<file path="src/rtl/wpp_pkg.sv">
// ----------------------------------------------------------------------------
// wpp_pkg
// Types and constants shared by the wav pcm stream parser modules.
// ----------------------------------------------------------------------------
`timescale 1ns / 1ps

package wpp_pkg;

  localparam logic [31:0] TAG_RIFF = 32'h4646_4952;
  localparam logic [31:0] TAG_WAVE = 32'h4556_4157;
  localparam logic [31:0] TAG_FMT  = 32'h2074_6D66;
  localparam logic [31:0] TAG_DATA = 32'h6174_6164;

  localparam logic [31:0] FMT_MIN_SIZE = 32'd16;

  typedef enum logic [3:0] {
    PH_RIFF   = 4'd0,
    PH_RSIZE  = 4'd1,
    PH_WAVE   = 4'd2,
    PH_FMT    = 4'd3,
    PH_FSIZE  = 4'd4,
    PH_FIELDS = 4'd5,
    PH_SKIP   = 4'd6,
    PH_ID     = 4'd7,
    PH_LEN    = 4'd8,
    PH_DATA   = 4'd9,
    PH_DONE   = 4'd10
  } phase_e;

  typedef enum logic [1:0] {
    KIND_SAMPLE = 2'd0,
    KIND_FORMAT = 2'd1,
    KIND_ERROR  = 2'd2,
    KIND_END    = 2'd3
  } kind_e;

  typedef enum logic [2:0] {
    ERR_HEADER    = 3'd0,
    ERR_NOT_PCM   = 3'd1,
    ERR_CHUNK_ID  = 3'd2,
    ERR_SAMPLE_SZ = 3'd3,
    ERR_TRUNCATED = 3'd4
  } err_e;

  typedef struct packed {
    logic [7:0] byte_req;
    logic       start_req;
    logic       last;
  } in_t;

  typedef struct packed {
    kind_e              kind;
    logic               channel;
    logic signed [31:0] sample;
    err_e               error_code;
    logic [15:0]        channel_count;
    logic [31:0]        rate_of_samples;
    logic [31:0]        rate_of_bytes;
    logic [15:0]        block_bytes;
    logic [15:0]        sample_bits;
    logic [31:0]        payload_length;
  } res_t;

  // up to two result items per input byte
  typedef struct packed {
    logic [1:0] n;
    res_t       r0;
    res_t       r1;
  } push_t;

  // latin-1 letters: ascii letters, ordinal indicators, micro sign, upper block
  function automatic logic is_letter(input logic [7:0] c);
    logic res;
    res = 1'b0;
    if ((c >= 8'h41 && c <= 8'h5A) || (c >= 8'h61 && c <= 8'h7A)) res = 1'b1;
    if (c == 8'hAA || c == 8'hB5 || c == 8'hBA) res = 1'b1;
    if (c >= 8'hC0 && c != 8'hD7 && c != 8'hF7) res = 1'b1;
    return res;
  endfunction

endpackage

</file>
<file path="src/rtl/wpp_parser.sv">
// ----------------------------------------------------------------------------
// wpp_parser
// Parser state and the per-byte step: header checks, fmt capture, chunk walk
// and sample extraction. Produces up to two result items per accepted byte.
// ----------------------------------------------------------------------------
`timescale 1ns / 1ps

module wpp_parser import wpp_pkg::*; #(
  parameter int OUTPUT_CHANNELS = 2
) (
  input  logic  clk_i,
  input  logic  rst_ni,
  input  logic  accept_i,
  input  in_t   item_i,
  output push_t push_o
);

  phase_e      phase_q, phase_d, cur_phase;
  logic [3:0]  bc_q, bc_d, cur_bc;
  logic [31:0] gather_q, gather_d, cur_gather;
  logic [31:0] fsize_q, fsize_d, cur_fsize;
  logic [15:0] chans_q, chans_d, cur_chans;
  logic [31:0] srate_q, srate_d, cur_srate;
  logic [31:0] brate_q, brate_d, cur_brate;
  logic [15:0] balign_q, balign_d, cur_balign;
  logic [15:0] bits_q, bits_d, cur_bits;
  logic [31:0] rem_q, rem_d, cur_rem;
  logic [15:0] off_q, off_d, cur_off;

  logic [7:0]  b;
  logic [4:0]  sh;
  logic [31:0] b_sh;
  logic        err_v;
  err_e        err_c;
  logic [1:0]  n;
  res_t        rl [2];
  res_t        rz;
  logic [31:0] g_new;
  logic [31:0] len_new;
  logic [31:0] skip_len;
  logic [12:0] bps_raw;
  logic [2:0]  bps;
  logic [15:0] frame;
  logic [15:0] o;
  logic [16:0] o1;
  logic        in_ch0, in_ch1;
  logic [1:0]  idx;
  logic [15:0] o_rel;
  logic [31:0] g_base;

  function automatic logic [31:0] sign_ext(input logic [31:0] v, input logic [2:0] w);
    logic [31:0] r;
    r = v;
    if (w == 3'd1) r = v - 32'd128;
    else if (w == 3'd2 && v[15]) r = v | 32'hFFFF_0000;
    else if (w == 3'd3 && v[23]) r = v | 32'hFF00_0000;
    return r;
  endfunction

  always_comb begin
    if (item_i.start_req) begin
      cur_phase  = PH_RIFF;
      cur_bc     = '0;
      cur_gather = '0;
      cur_fsize  = '0;
      cur_chans  = '0;
      cur_srate  = '0;
      cur_brate  = '0;
      cur_balign = '0;
      cur_bits   = '0;
      cur_rem    = '0;
      cur_off    = '0;
    end else begin
      cur_phase  = phase_q;
      cur_bc     = bc_q;
      cur_gather = gather_q;
      cur_fsize  = fsize_q;
      cur_chans  = chans_q;
      cur_srate  = srate_q;
      cur_brate  = brate_q;
      cur_balign = balign_q;
      cur_bits   = bits_q;
      cur_rem    = rem_q;
      cur_off    = off_q;
    end
  end

  always_comb begin
    phase_d  = cur_phase;
    bc_d     = cur_bc;
    gather_d = cur_gather;
    fsize_d  = cur_fsize;
    chans_d  = cur_chans;
    srate_d  = cur_srate;
    brate_d  = cur_brate;
    balign_d = cur_balign;
    bits_d   = cur_bits;
    rem_d    = cur_rem;
    off_d    = cur_off;

    b     = item_i.byte_req;
    sh    = {cur_bc[1:0], 3'b000};
    b_sh  = {24'd0, b} << sh;
    g_new = cur_gather | b_sh;
    err_v = 1'b0;
    err_c = ERR_HEADER;
    n     = 2'd0;
    rz    = '0;
    rl[0] = '0;
    rl[1] = '0;
    len_new  = cur_rem | b_sh;
    skip_len = cur_fsize - FMT_MIN_SIZE;

    bps_raw = cur_bits[15:3];
    bps     = (bps_raw >= 13'd1 && bps_raw <= 13'd4) ? bps_raw[2:0] : 3'd1;
    frame   = (cur_balign >= {13'd0, bps}) ? cur_balign : {13'd0, bps};
    o       = (cur_off >= frame) ? 16'd0 : cur_off;
    in_ch0  = o < {13'd0, bps};
    in_ch1  = !in_ch0 && (o < {12'd0, bps, 1'b0}) && (OUTPUT_CHANNELS > 1)
              && ({12'd0, bps, 1'b0} <= frame);
    o_rel   = in_ch0 ? o : o - {13'd0, bps};
    idx     = o_rel[1:0];
    g_base  = (idx == 2'd0) ? 32'd0 : cur_gather;
    o1      = {1'b0, o} + 17'd1;

    unique case (cur_phase)
      PH_RIFF, PH_WAVE, PH_FMT: begin
        gather_d = g_new;
        if (cur_bc[1:0] == 2'd3) begin
          if ((cur_phase == PH_RIFF && g_new != TAG_RIFF) ||
              (cur_phase == PH_WAVE && g_new != TAG_WAVE) ||
              (cur_phase == PH_FMT  && g_new != TAG_FMT)) begin
            err_v = 1'b1;
            err_c = ERR_HEADER;
          end else begin
            phase_d  = phase_e'(cur_phase + 4'd1);
            bc_d     = '0;
            gather_d = '0;
          end
        end else begin
          bc_d = cur_bc + 4'd1;
        end
      end
      PH_RSIZE: begin
        if (cur_bc[1:0] == 2'd3) begin
          phase_d  = PH_WAVE;
          bc_d     = '0;
          gather_d = '0;
        end else begin
          bc_d = cur_bc + 4'd1;
        end
      end
      PH_FSIZE: begin
        gather_d = g_new;
        if (cur_bc[1:0] == 2'd3) begin
          fsize_d = g_new;
          if (g_new < FMT_MIN_SIZE) begin
            err_v = 1'b1;
            err_c = ERR_HEADER;
          end else begin
            phase_d  = PH_FIELDS;
            bc_d     = '0;
            gather_d = '0;
            chans_d  = '0;
            srate_d  = '0;
            brate_d  = '0;
            balign_d = '0;
            bits_d   = '0;
          end
        end else begin
          bc_d = cur_bc + 4'd1;
        end
      end
      PH_FIELDS: begin
        // fmt field bytes in file order: format, channels, rates, align, bits
        if (cur_bc < 4'd2) begin
          gather_d = cur_gather | ({24'd0, b} << {cur_bc[0], 3'b000});
          if (cur_bc == 4'd1 && gather_d != 32'd1) begin
            err_v = 1'b1;
            err_c = ERR_NOT_PCM;
          end
        end else if (cur_bc < 4'd4) begin
          chans_d = cur_chans | ({8'd0, b} << {cur_bc[0], 3'b000});
        end else if (cur_bc < 4'd8) begin
          srate_d = cur_srate | ({24'd0, b} << {cur_bc[1:0], 3'b000});
        end else if (cur_bc < 4'd12) begin
          brate_d = cur_brate | ({24'd0, b} << {cur_bc[1:0], 3'b000});
        end else if (cur_bc < 4'd14) begin
          balign_d = cur_balign | ({8'd0, b} << {cur_bc[0], 3'b000});
        end else begin
          bits_d = cur_bits | ({8'd0, b} << {cur_bc[0], 3'b000});
        end
        if (!err_v) begin
          if (cur_bc == 4'd15) begin
            if (bits_d[15:3] < 13'd1 || bits_d[15:3] > 13'd4) begin
              err_v = 1'b1;
              err_c = ERR_SAMPLE_SZ;
            end else begin
              rem_d = skip_len;
              bc_d  = {3'd0, skip_len[0]};
              if (skip_len == 32'd0) begin
                phase_d  = PH_ID;
                gather_d = '0;
              end else begin
                phase_d = PH_SKIP;
              end
            end
          end else begin
            bc_d = cur_bc + 4'd1;
          end
        end
      end
      PH_SKIP: begin
        // bc holds the pad-byte flag here
        if (cur_rem != 32'd0) rem_d = cur_rem - 32'd1;
        else bc_d = '0;
        if (rem_d == 32'd0 && bc_d == 4'd0) begin
          phase_d  = PH_ID;
          bc_d     = '0;
          gather_d = '0;
        end
      end
      PH_ID: begin
        if (!is_letter(b)) begin
          err_v = 1'b1;
          err_c = ERR_CHUNK_ID;
        end else begin
          gather_d = g_new;
          if (cur_bc[1:0] == 2'd3) begin
            phase_d = PH_LEN;
            bc_d    = '0;
            rem_d   = '0;
          end else begin
            bc_d = cur_bc + 4'd1;
          end
        end
      end
      PH_LEN: begin
        rem_d = len_new;
        if (cur_bc[1:0] != 2'd3) begin
          bc_d = cur_bc + 4'd1;
        end else if (cur_gather == TAG_DATA) begin
          rl[0]                 = rz;
          rl[0].kind            = KIND_FORMAT;
          rl[0].channel_count   = cur_chans;
          rl[0].rate_of_samples = cur_srate;
          rl[0].rate_of_bytes   = cur_brate;
          rl[0].block_bytes     = cur_balign;
          rl[0].sample_bits     = cur_bits;
          rl[0].payload_length  = len_new;
          n        = 2'd1;
          phase_d  = PH_DATA;
          off_d    = '0;
          gather_d = '0;
          if (len_new == 32'd0) begin
            rl[1]      = rz;
            rl[1].kind = KIND_END;
            n          = 2'd2;
            phase_d    = PH_DONE;
          end
        end else begin
          bc_d = {3'd0, len_new[0]};
          if (len_new == 32'd0) begin
            phase_d  = PH_ID;
            gather_d = '0;
          end else begin
            phase_d = PH_SKIP;
          end
        end
      end
      PH_DATA: begin
        if (in_ch0 || in_ch1) begin
          gather_d = g_base | ({24'd0, b} << {idx, 3'b000});
          if ({1'b0, idx} == bps - 3'd1) begin
            rl[0]         = rz;
            rl[0].kind    = KIND_SAMPLE;
            rl[0].channel = in_ch1;
            rl[0].sample  = sign_ext(gather_d, bps);
            n             = 2'd1;
          end
        end
        off_d = (o1 >= {1'b0, frame}) ? 16'd0 : o1[15:0];
        rem_d = cur_rem - 32'd1;
        if (rem_d == 32'd0) begin
          rl[n[0]]      = rz;
          rl[n[0]].kind = KIND_END;
          n             = n + 2'd1;
          phase_d       = PH_DONE;
        end
      end
      default: begin
        phase_d = PH_DONE;
      end
    endcase

    // errors from the phase step come only from phases that give no other item
    if (err_v) begin
      rl[0]            = rz;
      rl[0].kind       = KIND_ERROR;
      rl[0].error_code = err_c;
      n                = 2'd1;
      phase_d          = PH_DONE;
    end
    if (item_i.last && phase_d != PH_DONE) begin
      rl[n[0]]            = rz;
      rl[n[0]].kind       = KIND_ERROR;
      rl[n[0]].error_code = ERR_TRUNCATED;
      n                   = n + 2'd1;
      phase_d             = PH_DONE;
    end

    push_o.n  = accept_i ? n : 2'd0;
    push_o.r0 = rl[0];
    push_o.r1 = rl[1];
  end

  always_ff @(posedge clk_i or negedge rst_ni) begin
    if (!rst_ni) begin
      phase_q  <= PH_RIFF;
      bc_q     <= '0;
      gather_q <= '0;
      fsize_q  <= '0;
      chans_q  <= '0;
      srate_q  <= '0;
      brate_q  <= '0;
      balign_q <= '0;
      bits_q   <= '0;
      rem_q    <= '0;
      off_q    <= '0;
    end else if (accept_i) begin
      phase_q  <= phase_d;
      bc_q     <= bc_d;
      gather_q <= gather_d;
      fsize_q  <= fsize_d;
      chans_q  <= chans_d;
      srate_q  <= srate_d;
      brate_q  <= brate_d;
      balign_q <= balign_d;
      bits_q   <= bits_d;
      rem_q    <= rem_d;
      off_q    <= off_d;
    end
  end

endmodule

</file>
<file path="src/rtl/wpp_res_fifo.sv">
// ----------------------------------------------------------------------------
// wpp_res_fifo
// Four-entry result queue: takes up to two items per cycle, gives one.
// ----------------------------------------------------------------------------
`timescale 1ns / 1ps

module wpp_res_fifo import wpp_pkg::*; (
  input  logic  clk_i,
  input  logic  rst_ni,
  input  push_t push_i,
  output logic  room_o,
  output logic  out_valid_o,
  input  logic  out_ready_i,
  output res_t  out_item_o
);

  localparam int Depth = 4;
  localparam int PtrW  = $clog2(Depth);
  localparam int CntW  = $clog2(Depth + 1);

  res_t            mem_q [Depth];
  logic [PtrW-1:0] wr_q, rd_q;
  logic [CntW-1:0] cnt_q;
  logic [PtrW-1:0] wr_next;
  logic            pop;

  assign wr_next     = wr_q + PtrW'(1);
  assign pop         = out_valid_o && out_ready_i;
  assign out_valid_o = cnt_q != '0;
  assign out_item_o  = mem_q[rd_q];
  assign room_o      = cnt_q <= CntW'(Depth - 2);

  always_ff @(posedge clk_i) begin
    for (int i = 0; i < Depth; i++) begin
      if (push_i.n != 2'd0 && PtrW'(i) == wr_q) begin
        mem_q[i] <= push_i.r0;
      end else if (push_i.n == 2'd2 && PtrW'(i) == wr_next) begin
        mem_q[i] <= push_i.r1;
      end
    end
  end

  always_ff @(posedge clk_i or negedge rst_ni) begin
    if (!rst_ni) begin
      wr_q  <= '0;
      rd_q  <= '0;
      cnt_q <= '0;
    end else begin
      wr_q  <= wr_q + PtrW'(push_i.n);
      rd_q  <= rd_q + PtrW'(pop);
      cnt_q <= cnt_q + CntW'(push_i.n) - CntW'(pop);
    end
  end

endmodule

</file>
<file path="src/rtl/wav_pcm_stream_parser.sv">
// ----------------------------------------------------------------------------
// wav_pcm_stream_parser
// Byte-wide RIFF/WAVE PCM parser: header checks, format report, samples.
// ----------------------------------------------------------------------------
// Usage:
//   in channel  : one file byte per item, with start_req on the first byte of a
//                 file and last on its final byte
//   out channel : result items (sample, format report, error, end of data)
//   Each accepted byte is parsed in the cycle it is taken and its results
//   (zero, one or two items) are written to a four-entry result queue.
//   Throughput is one byte per cycle while the queue has room for two items;
//   in_ready_o drops when the queue holds more than two items, which happens
//   only when the receiver stalls.
//   Reset empties the queue and puts the parser at the RIFF tag; start_req
//   does the same for the parser alone. After an error or the end of data
//   the parser drops bytes until the next start_req.
// ----------------------------------------------------------------------------
`timescale 1ns / 1ps

module wav_pcm_stream_parser import wpp_pkg::*; #(
  parameter int OUTPUT_CHANNELS = 2
) (
  input  logic clk_i,
  input  logic rst_ni,
  input  logic in_valid_i,
  output logic in_ready_o,
  input  in_t  in_item_i,
  output logic out_valid_o,
  input  logic out_ready_i,
  output res_t out_item_o
);

  push_t push;
  logic  room;
  logic  accept;

  assign in_ready_o = room;
  assign accept     = in_valid_i && room;

  wpp_parser #(
    .OUTPUT_CHANNELS (OUTPUT_CHANNELS)
  ) u_parser (
    .clk_i    (clk_i),
    .rst_ni   (rst_ni),
    .accept_i (accept),
    .item_i   (in_item_i),
    .push_o   (push)
  );

  wpp_res_fifo u_fifo (
    .clk_i       (clk_i),
    .rst_ni      (rst_ni),
    .push_i      (push),
    .room_o      (room),
    .out_valid_o (out_valid_o),
    .out_ready_i (out_ready_i),
    .out_item_o  (out_item_o)
  );

endmodule
</file>
<file path="config.mk">
export PLATFORM = sky130hd
export DESIGN_NAME = wav_pcm_stream_parser
export DESIGN_NICKNAME = d
export VERILOG_FILES = /design/src/rtl/wpp_pkg.sv /design/src/rtl/wpp_parser.sv /design/src/rtl/wpp_res_fifo.sv /design/src/rtl/wav_pcm_stream_parser.sv
export SDC_FILE = /design/constraint.sdc
export NUM_CORES = 2
export LEC_CHECK = 0
export ABC_AREA = 1
export BUFFER_PORTS_ARGS = -buffer_cell sky130_fd_sc_hd__buf_2
export CORE_MARGIN = 1
export CORE_UTILIZATION = 62
export CTS_BUF_LIST = sky130_fd_sc_hd__clkbuf_2 sky130_fd_sc_hd__clkbuf_4 sky130_fd_sc_hd__clkbuf_8
export CTS_CLUSTER_DIAMETER = 50
export DETAILED_ROUTE_END_ITERATION = 12
export HOLD_SLACK_MARGIN = 0.06
export MAX_ROUTING_LAYER = met4
export PLACE_DENSITY = 0.8
export SETUP_SLACK_MARGIN = 0.4
export SYNTH_ARGS = -nofsm -noshare
export SYNTH_HDL_FRONTEND = slang
export SYNTH_SLANG_ARGS = --single-unit
</file>
<file path="constraint.sdc">
create_clock -name clk_i -period 17.48 [get_ports clk_i]
set_input_delay 3.496 -clock clk_i [delete_from_list [all_inputs] [get_ports clk_i]]
set_output_delay 3.496 -clock clk_i [all_outputs]
set_load 0.03 [all_outputs]
</file>
# Word-level counts from Yosys, hierarchy flattened
# Memories as Yosys holds them, arrays and structs flattened.
# Cells that the tools add are included.
# W data, S select, Z words.
# op_classes
add_sub_neg	15
order_cmp	26
n_eq_ne	35
shifts	4
muxes	207
n_bitwise	19
reduce_logical	50
# ops
cell	n
$mux W182	14
$mux W32	45
$bwmux W364	3
$mux W364	3
$demux W182 S1	5
$and A364 B364 Y364	2
$not A364 Y364	2
$pmux W364 S2	1
$mux W16	28
$reduce_or A182 Y1	2
$mux W363	1
$pmux W32 S8	1
$or A32 B32 Y32	6
$mux W180	1
$pmux W32 S5	1
$mux W147	1
$logic_not A32 Y1	4
$mux W4	32
$pmux W16 S2	4
$pmux W32 S2	2
$ne A32 B31 Y1 const B	2
$shl A8 B5 Y32	2
$or A16 B16 Y16	3
$mux W1	41
other kinds (69)	150
# totals
regBits	239
ram_bits	728
in_bits	14
out_inout_bits	184
word_cells	371
memories	1
# mem_list
memory	depth	width	rd	rd_clocked_by_memory_dff	write_ports	line	rtl
u_fifo.mem_q	4	182	1	0	2	wpp_res_fifo.sv:21	res_t mem_q [Depth];

# Logic depth before layout (Yosys ltp)
# logic_depth
ltp_word	32
ltp_mapped	61

# Cells and area by module
# A second synthesis with hierarchy kept.
# unflattened
cells_unflattened	7673
hier_area_um2	59866.2
# by_module_without_submodules
module	n_inst	cells_per_inst	area_each_um2	seq_area_each_um2
wpp_res_fifo	1	3803	35318.9	22036.1
wpp_parser	1	3868	24539.8	5805.6
wav_pcm_stream_parser	1	2	7.5	0.0

# Worst setup path before layout
# No wires, ideal clock.
# synth_path
kind	input port to flip-flop
start	in in_item_i[1] (netlist bit)
end	mem u_fifo.mem_q[0][0] (netlist bit) (enable)
arrival_time_ns	17.770
setup_slack_ns	-1.038
stages	55
path_buffers	6
path_cell_list	buf_6 buf_6 buf_6 buf_4 buf_2 buf_1 nor2_1 inv_1 ha_1 inv_1 nand2_1 nand2_1 nand2_1 nand2_1 nand2_1 nor2_2 nor2_1 a21oi_1 [19 not listed] nand2_2 nand2_2 nand2_2 o21ai_0 nor3_1 nand2_1 inv_2 ha_1 a32o_1 nor2_2 inv_1 ha_1 inv_1 nor2_1 inv_1 nand2_1 inv_1 o21ai_1
# synth_lines
element	line	rtl
start, declared	wav_pcm_stream_parser.sv:27	input in_t in_item_i,
end, declared	wpp_res_fifo.sv:21	

==> impl_metrics.yaml <==
run_status:
  status: "finished, final reports clean"
setup_path:
  reg2reg_slack_ps: 6800
  required_ps: 17970
  reg2reg_depth: 54
  endpoint: "u_fifo.mem_q[3][56]"
  arrival_ps: 14130
  path_class: "in -> reg"
  endpoint_kind: "flop"
  crit_start: "in_item_i[1]"
  r2r-start: "u_parser.bits_q[11]"
  critical-path-slowest-cell: "clkinv_1"
  cpMostUsedCell: "nand2_1"
  slowest_delay_ps: 580
  regToRegEndpoint: "u_fifo.mem_q[3][56]"
  cp.depth: 56
  crit_buf_inv: 15
  crit_path_max_fanout: 83
  crit_family: "buffers and inverters"
  critPathLaunchType: "input pin"
placed_design:
  dp.cells: 7843
  gp_congestion: 1.103
  portBuffers: 197
  dp_hpwl_um: 133100
clock_tree:
  post_cts_resized: 0
  cts_tree: "built"
  postCtsSetupBuffers: 0
  clk_pin_slew_worst_paths_ps: 60
  ctsHoldBuffers: 0
  clkLatencyLatePin_ps: 890
  clock-root-buffer: "clkbuf_8"
  clockBufferDepth: 3
  clock-sinks: 967
  numCtsBuffers: 163
  htree_levels: 4
logic_synthesis:
  syn_nets: 6868
  ys_seq_area_share_pct: 49.72
  ys_seq_elements: 967
  synth_flop_cell: "edfxtp_1"
  ys_warn_count: 0
  synth_cell_types: 68
  netlist_area_mm2: 0.05600
  async_flop_share_pct: 24.72
  avgSynthCellArea_um2: 8.254
  synth_edf_count: 728
  netlist_instances: 6785
grt:
  grt-ovfl-total: 0
  antenna_found_initial: 15
  grt_pass1_vias: 47494
  grt.total_usage_pct: 44.76
  grt_pass1_wl_um: 296000
  grt_max_degree: 199
sta:
  holdWs_ps: 484.9
  maxSlewHeadroom_pct: 17.11
  fin_crit_sh_pct: 78.07
  skew_ps: 44.49
  slew_viol_final: 0
  hold_viol: 0
  worst_pin_slew_ps: 1243
  period_minus_slack_ps: 13650
  final-setup-viol-count: 0
  fmax_ghz: 0.07328
  rsz0062_at_grt: "no"
detailed_routing:
  routed_via_density: 6.277
  vias: 51272
  first_pass_iters: 8
  wl_per_cell_um: 24.59
  routed_wl_um: 200900
  drtIter0Drc: 7420
  drc: 0
  ant_nets: 0
final_layout:
  fillCellCount: 7049
  final_nets: 6926
  syn_to_final_growth_pct: 8.653
  multi_input_area_mm2: 0.02196
  final_cell_count_no_fill: 8168
  layout_common_cells: "nand2_1, inv_1, nor2_1"
  ff_latch_area_mm2: 0.02785
  final_common_cell: "nand2_1"
  fin_util_pct: 68.43
  drive_gt1_share_pct: 12.76
floorplan:
  fp.dieH_um: 302.5
  rows: 109
  core-area_mm2: 0.08892
  io-pin-count: 198
  start_util_pct: 62.98
  die-area_mm2: 0.09153
  die_w_um: 302.5
power:
  p_leak_nw: 28.24
  irDropWorstVdd_mv: 0.1483
  power_density_mw_per_mm2: 167.9
worst_hold_path:
  hp-class: "reg -> reg"
flow_run:
  drv_cap: 0
==> synthesized netlist by cell type, types with 49 or more instances <==
master | instances | area (um2)
a21oi_1 | 189 | 945.9
a22oi_1 | 90 | 675.7
buf_6 | 49 | 551.8
clkbuf_1 | 250 | 938.4
dfrtp_1 | 239 | 5981
edfxtp_1 | 728 | 21860
ha_1 | 67 | 838.3
inv_1 | 1047 | 3930
inv_2 | 81 | 304.0
nand2_1 | 1226 | 4602
nand3_1 | 187 | 935.9
nand4_1 | 80 | 500.5
nor2_1 | 866 | 3251
nor2_2 | 96 | 600.6
nor3_1 | 57 | 285.3
nor3_2 | 67 | 670.6
o211ai_1 | 55 | 412.9
o21ai_0 | 621 | 3108
o22ai_1 | 310 | 1939
xor2_1 | 59 | 516.8
==> worst register-to-register path: cells and delay by family (launching register included) <==
| family | cells | cell delay [ps] |
|---|---|---|
| AND/OR/NAND/NOR | 31 | 3660 |
| buffers and inverters | 13 | 3210 |
| adder cells (fa/ha/maj) | 6 | 1890 |
| AO/OA/AOI/OAI | 4 | 1050 |
| flip-flops | 1 | 390 |
==> how the worst min path moves through the flow <==
stage | start | endpoint | slack (ps) | depth (start not counted)
4_1_cts | u_parser.rem_q[16] | u_parser.rem_q[16] | 490 | 2
3_3_place_gp | u_parser.gather_q[13] | u_parser.gather_q[13] | 470 | 2
5_1_grt | u_parser.rem_q[16] | u_parser.rem_q[16] | 510 | 2
2_1_floorplan | u_parser.bits_q[11] | u_parser.bits_q[11] | 450 | 2
3_5_place_dp | u_parser.gather_q[22] | u_parser.gather_q[22] | 470 | 2
6_report | u_parser.gather_q[13] | u_parser.gather_q[13] | 480 | 2
==> registers in the layout (all words and copies together), names as in the netlist, 3 cells and up <==
name	flops
u_fifo.cnt_q	3
u_fifo.mem_q	728
u_parser.balign_q	16
u_parser.bc_q	4
u_parser.bits_q	16
u_parser.brate_q	32
u_parser.chans_q	16
u_parser.fsize_q	32
u_parser.gather_q	32
u_parser.off_q	16
u_parser.phase_q	4
u_parser.rem_q	32
u_parser.srate_q	32
==> stage by stage <==
step                      TNS [ps]  total power (W)  setup slack [ps]  area (um2)
final                            0          0.01022              3833       60850
after global routing             0          0.01065              3001       60840
after CTS                        0          0.01006              4086       60800
after detailed placement         0         0.007902              3193       57300
after global placement           0         0.007836              3337       57300
after floorplan            -755380         0.006320             -1038       56000
==> final cells by class <==
class	count	share of cell area [%]
clock inverters	59	0.8143
multi-input cells	4289	36.09
clock buffers	245	4.935
repair buffers	283	2.831
diodes	21	0.08636
flip-flops and latches	967	45.77
inverters	1139	7.076
well taps	1165	2.396
==> routing by layer <==
layer / track usage (%) / up-vias / share of wire, %
met3: 11.60 / 594 / 13
met4: 23.26 / 0 / 5.5
met5: - / - / 0
met1: 58.45 / 24399 / 38
li1: - / 22788 / -
met2: 64.23 / 3491 / 44
==> cell families (layout without fill, tap and decap cells) <==
group	count (synthesis)	after routing	share of synthesized area, %
flops	967	967	49.72
xor+xnor	76	76	1.202
buf+inv	1529	1726	11.26
simple gates	2671	2671	20.68
compound gates	1473	1473	15.58
fa+ha+maj	69	69	1.568
other cells	0	21	0
==> power by group <==
group / internal, W / switching, W / leakage (nW)
clock network: 0.00120 / 0.000981 / 1.83
logic: 0.00126 / 0.00385 / 16.6
registers: 0.00276 / 0.000169 / 9.85
No activity file was read; power rests on OpenSTA's default activity.
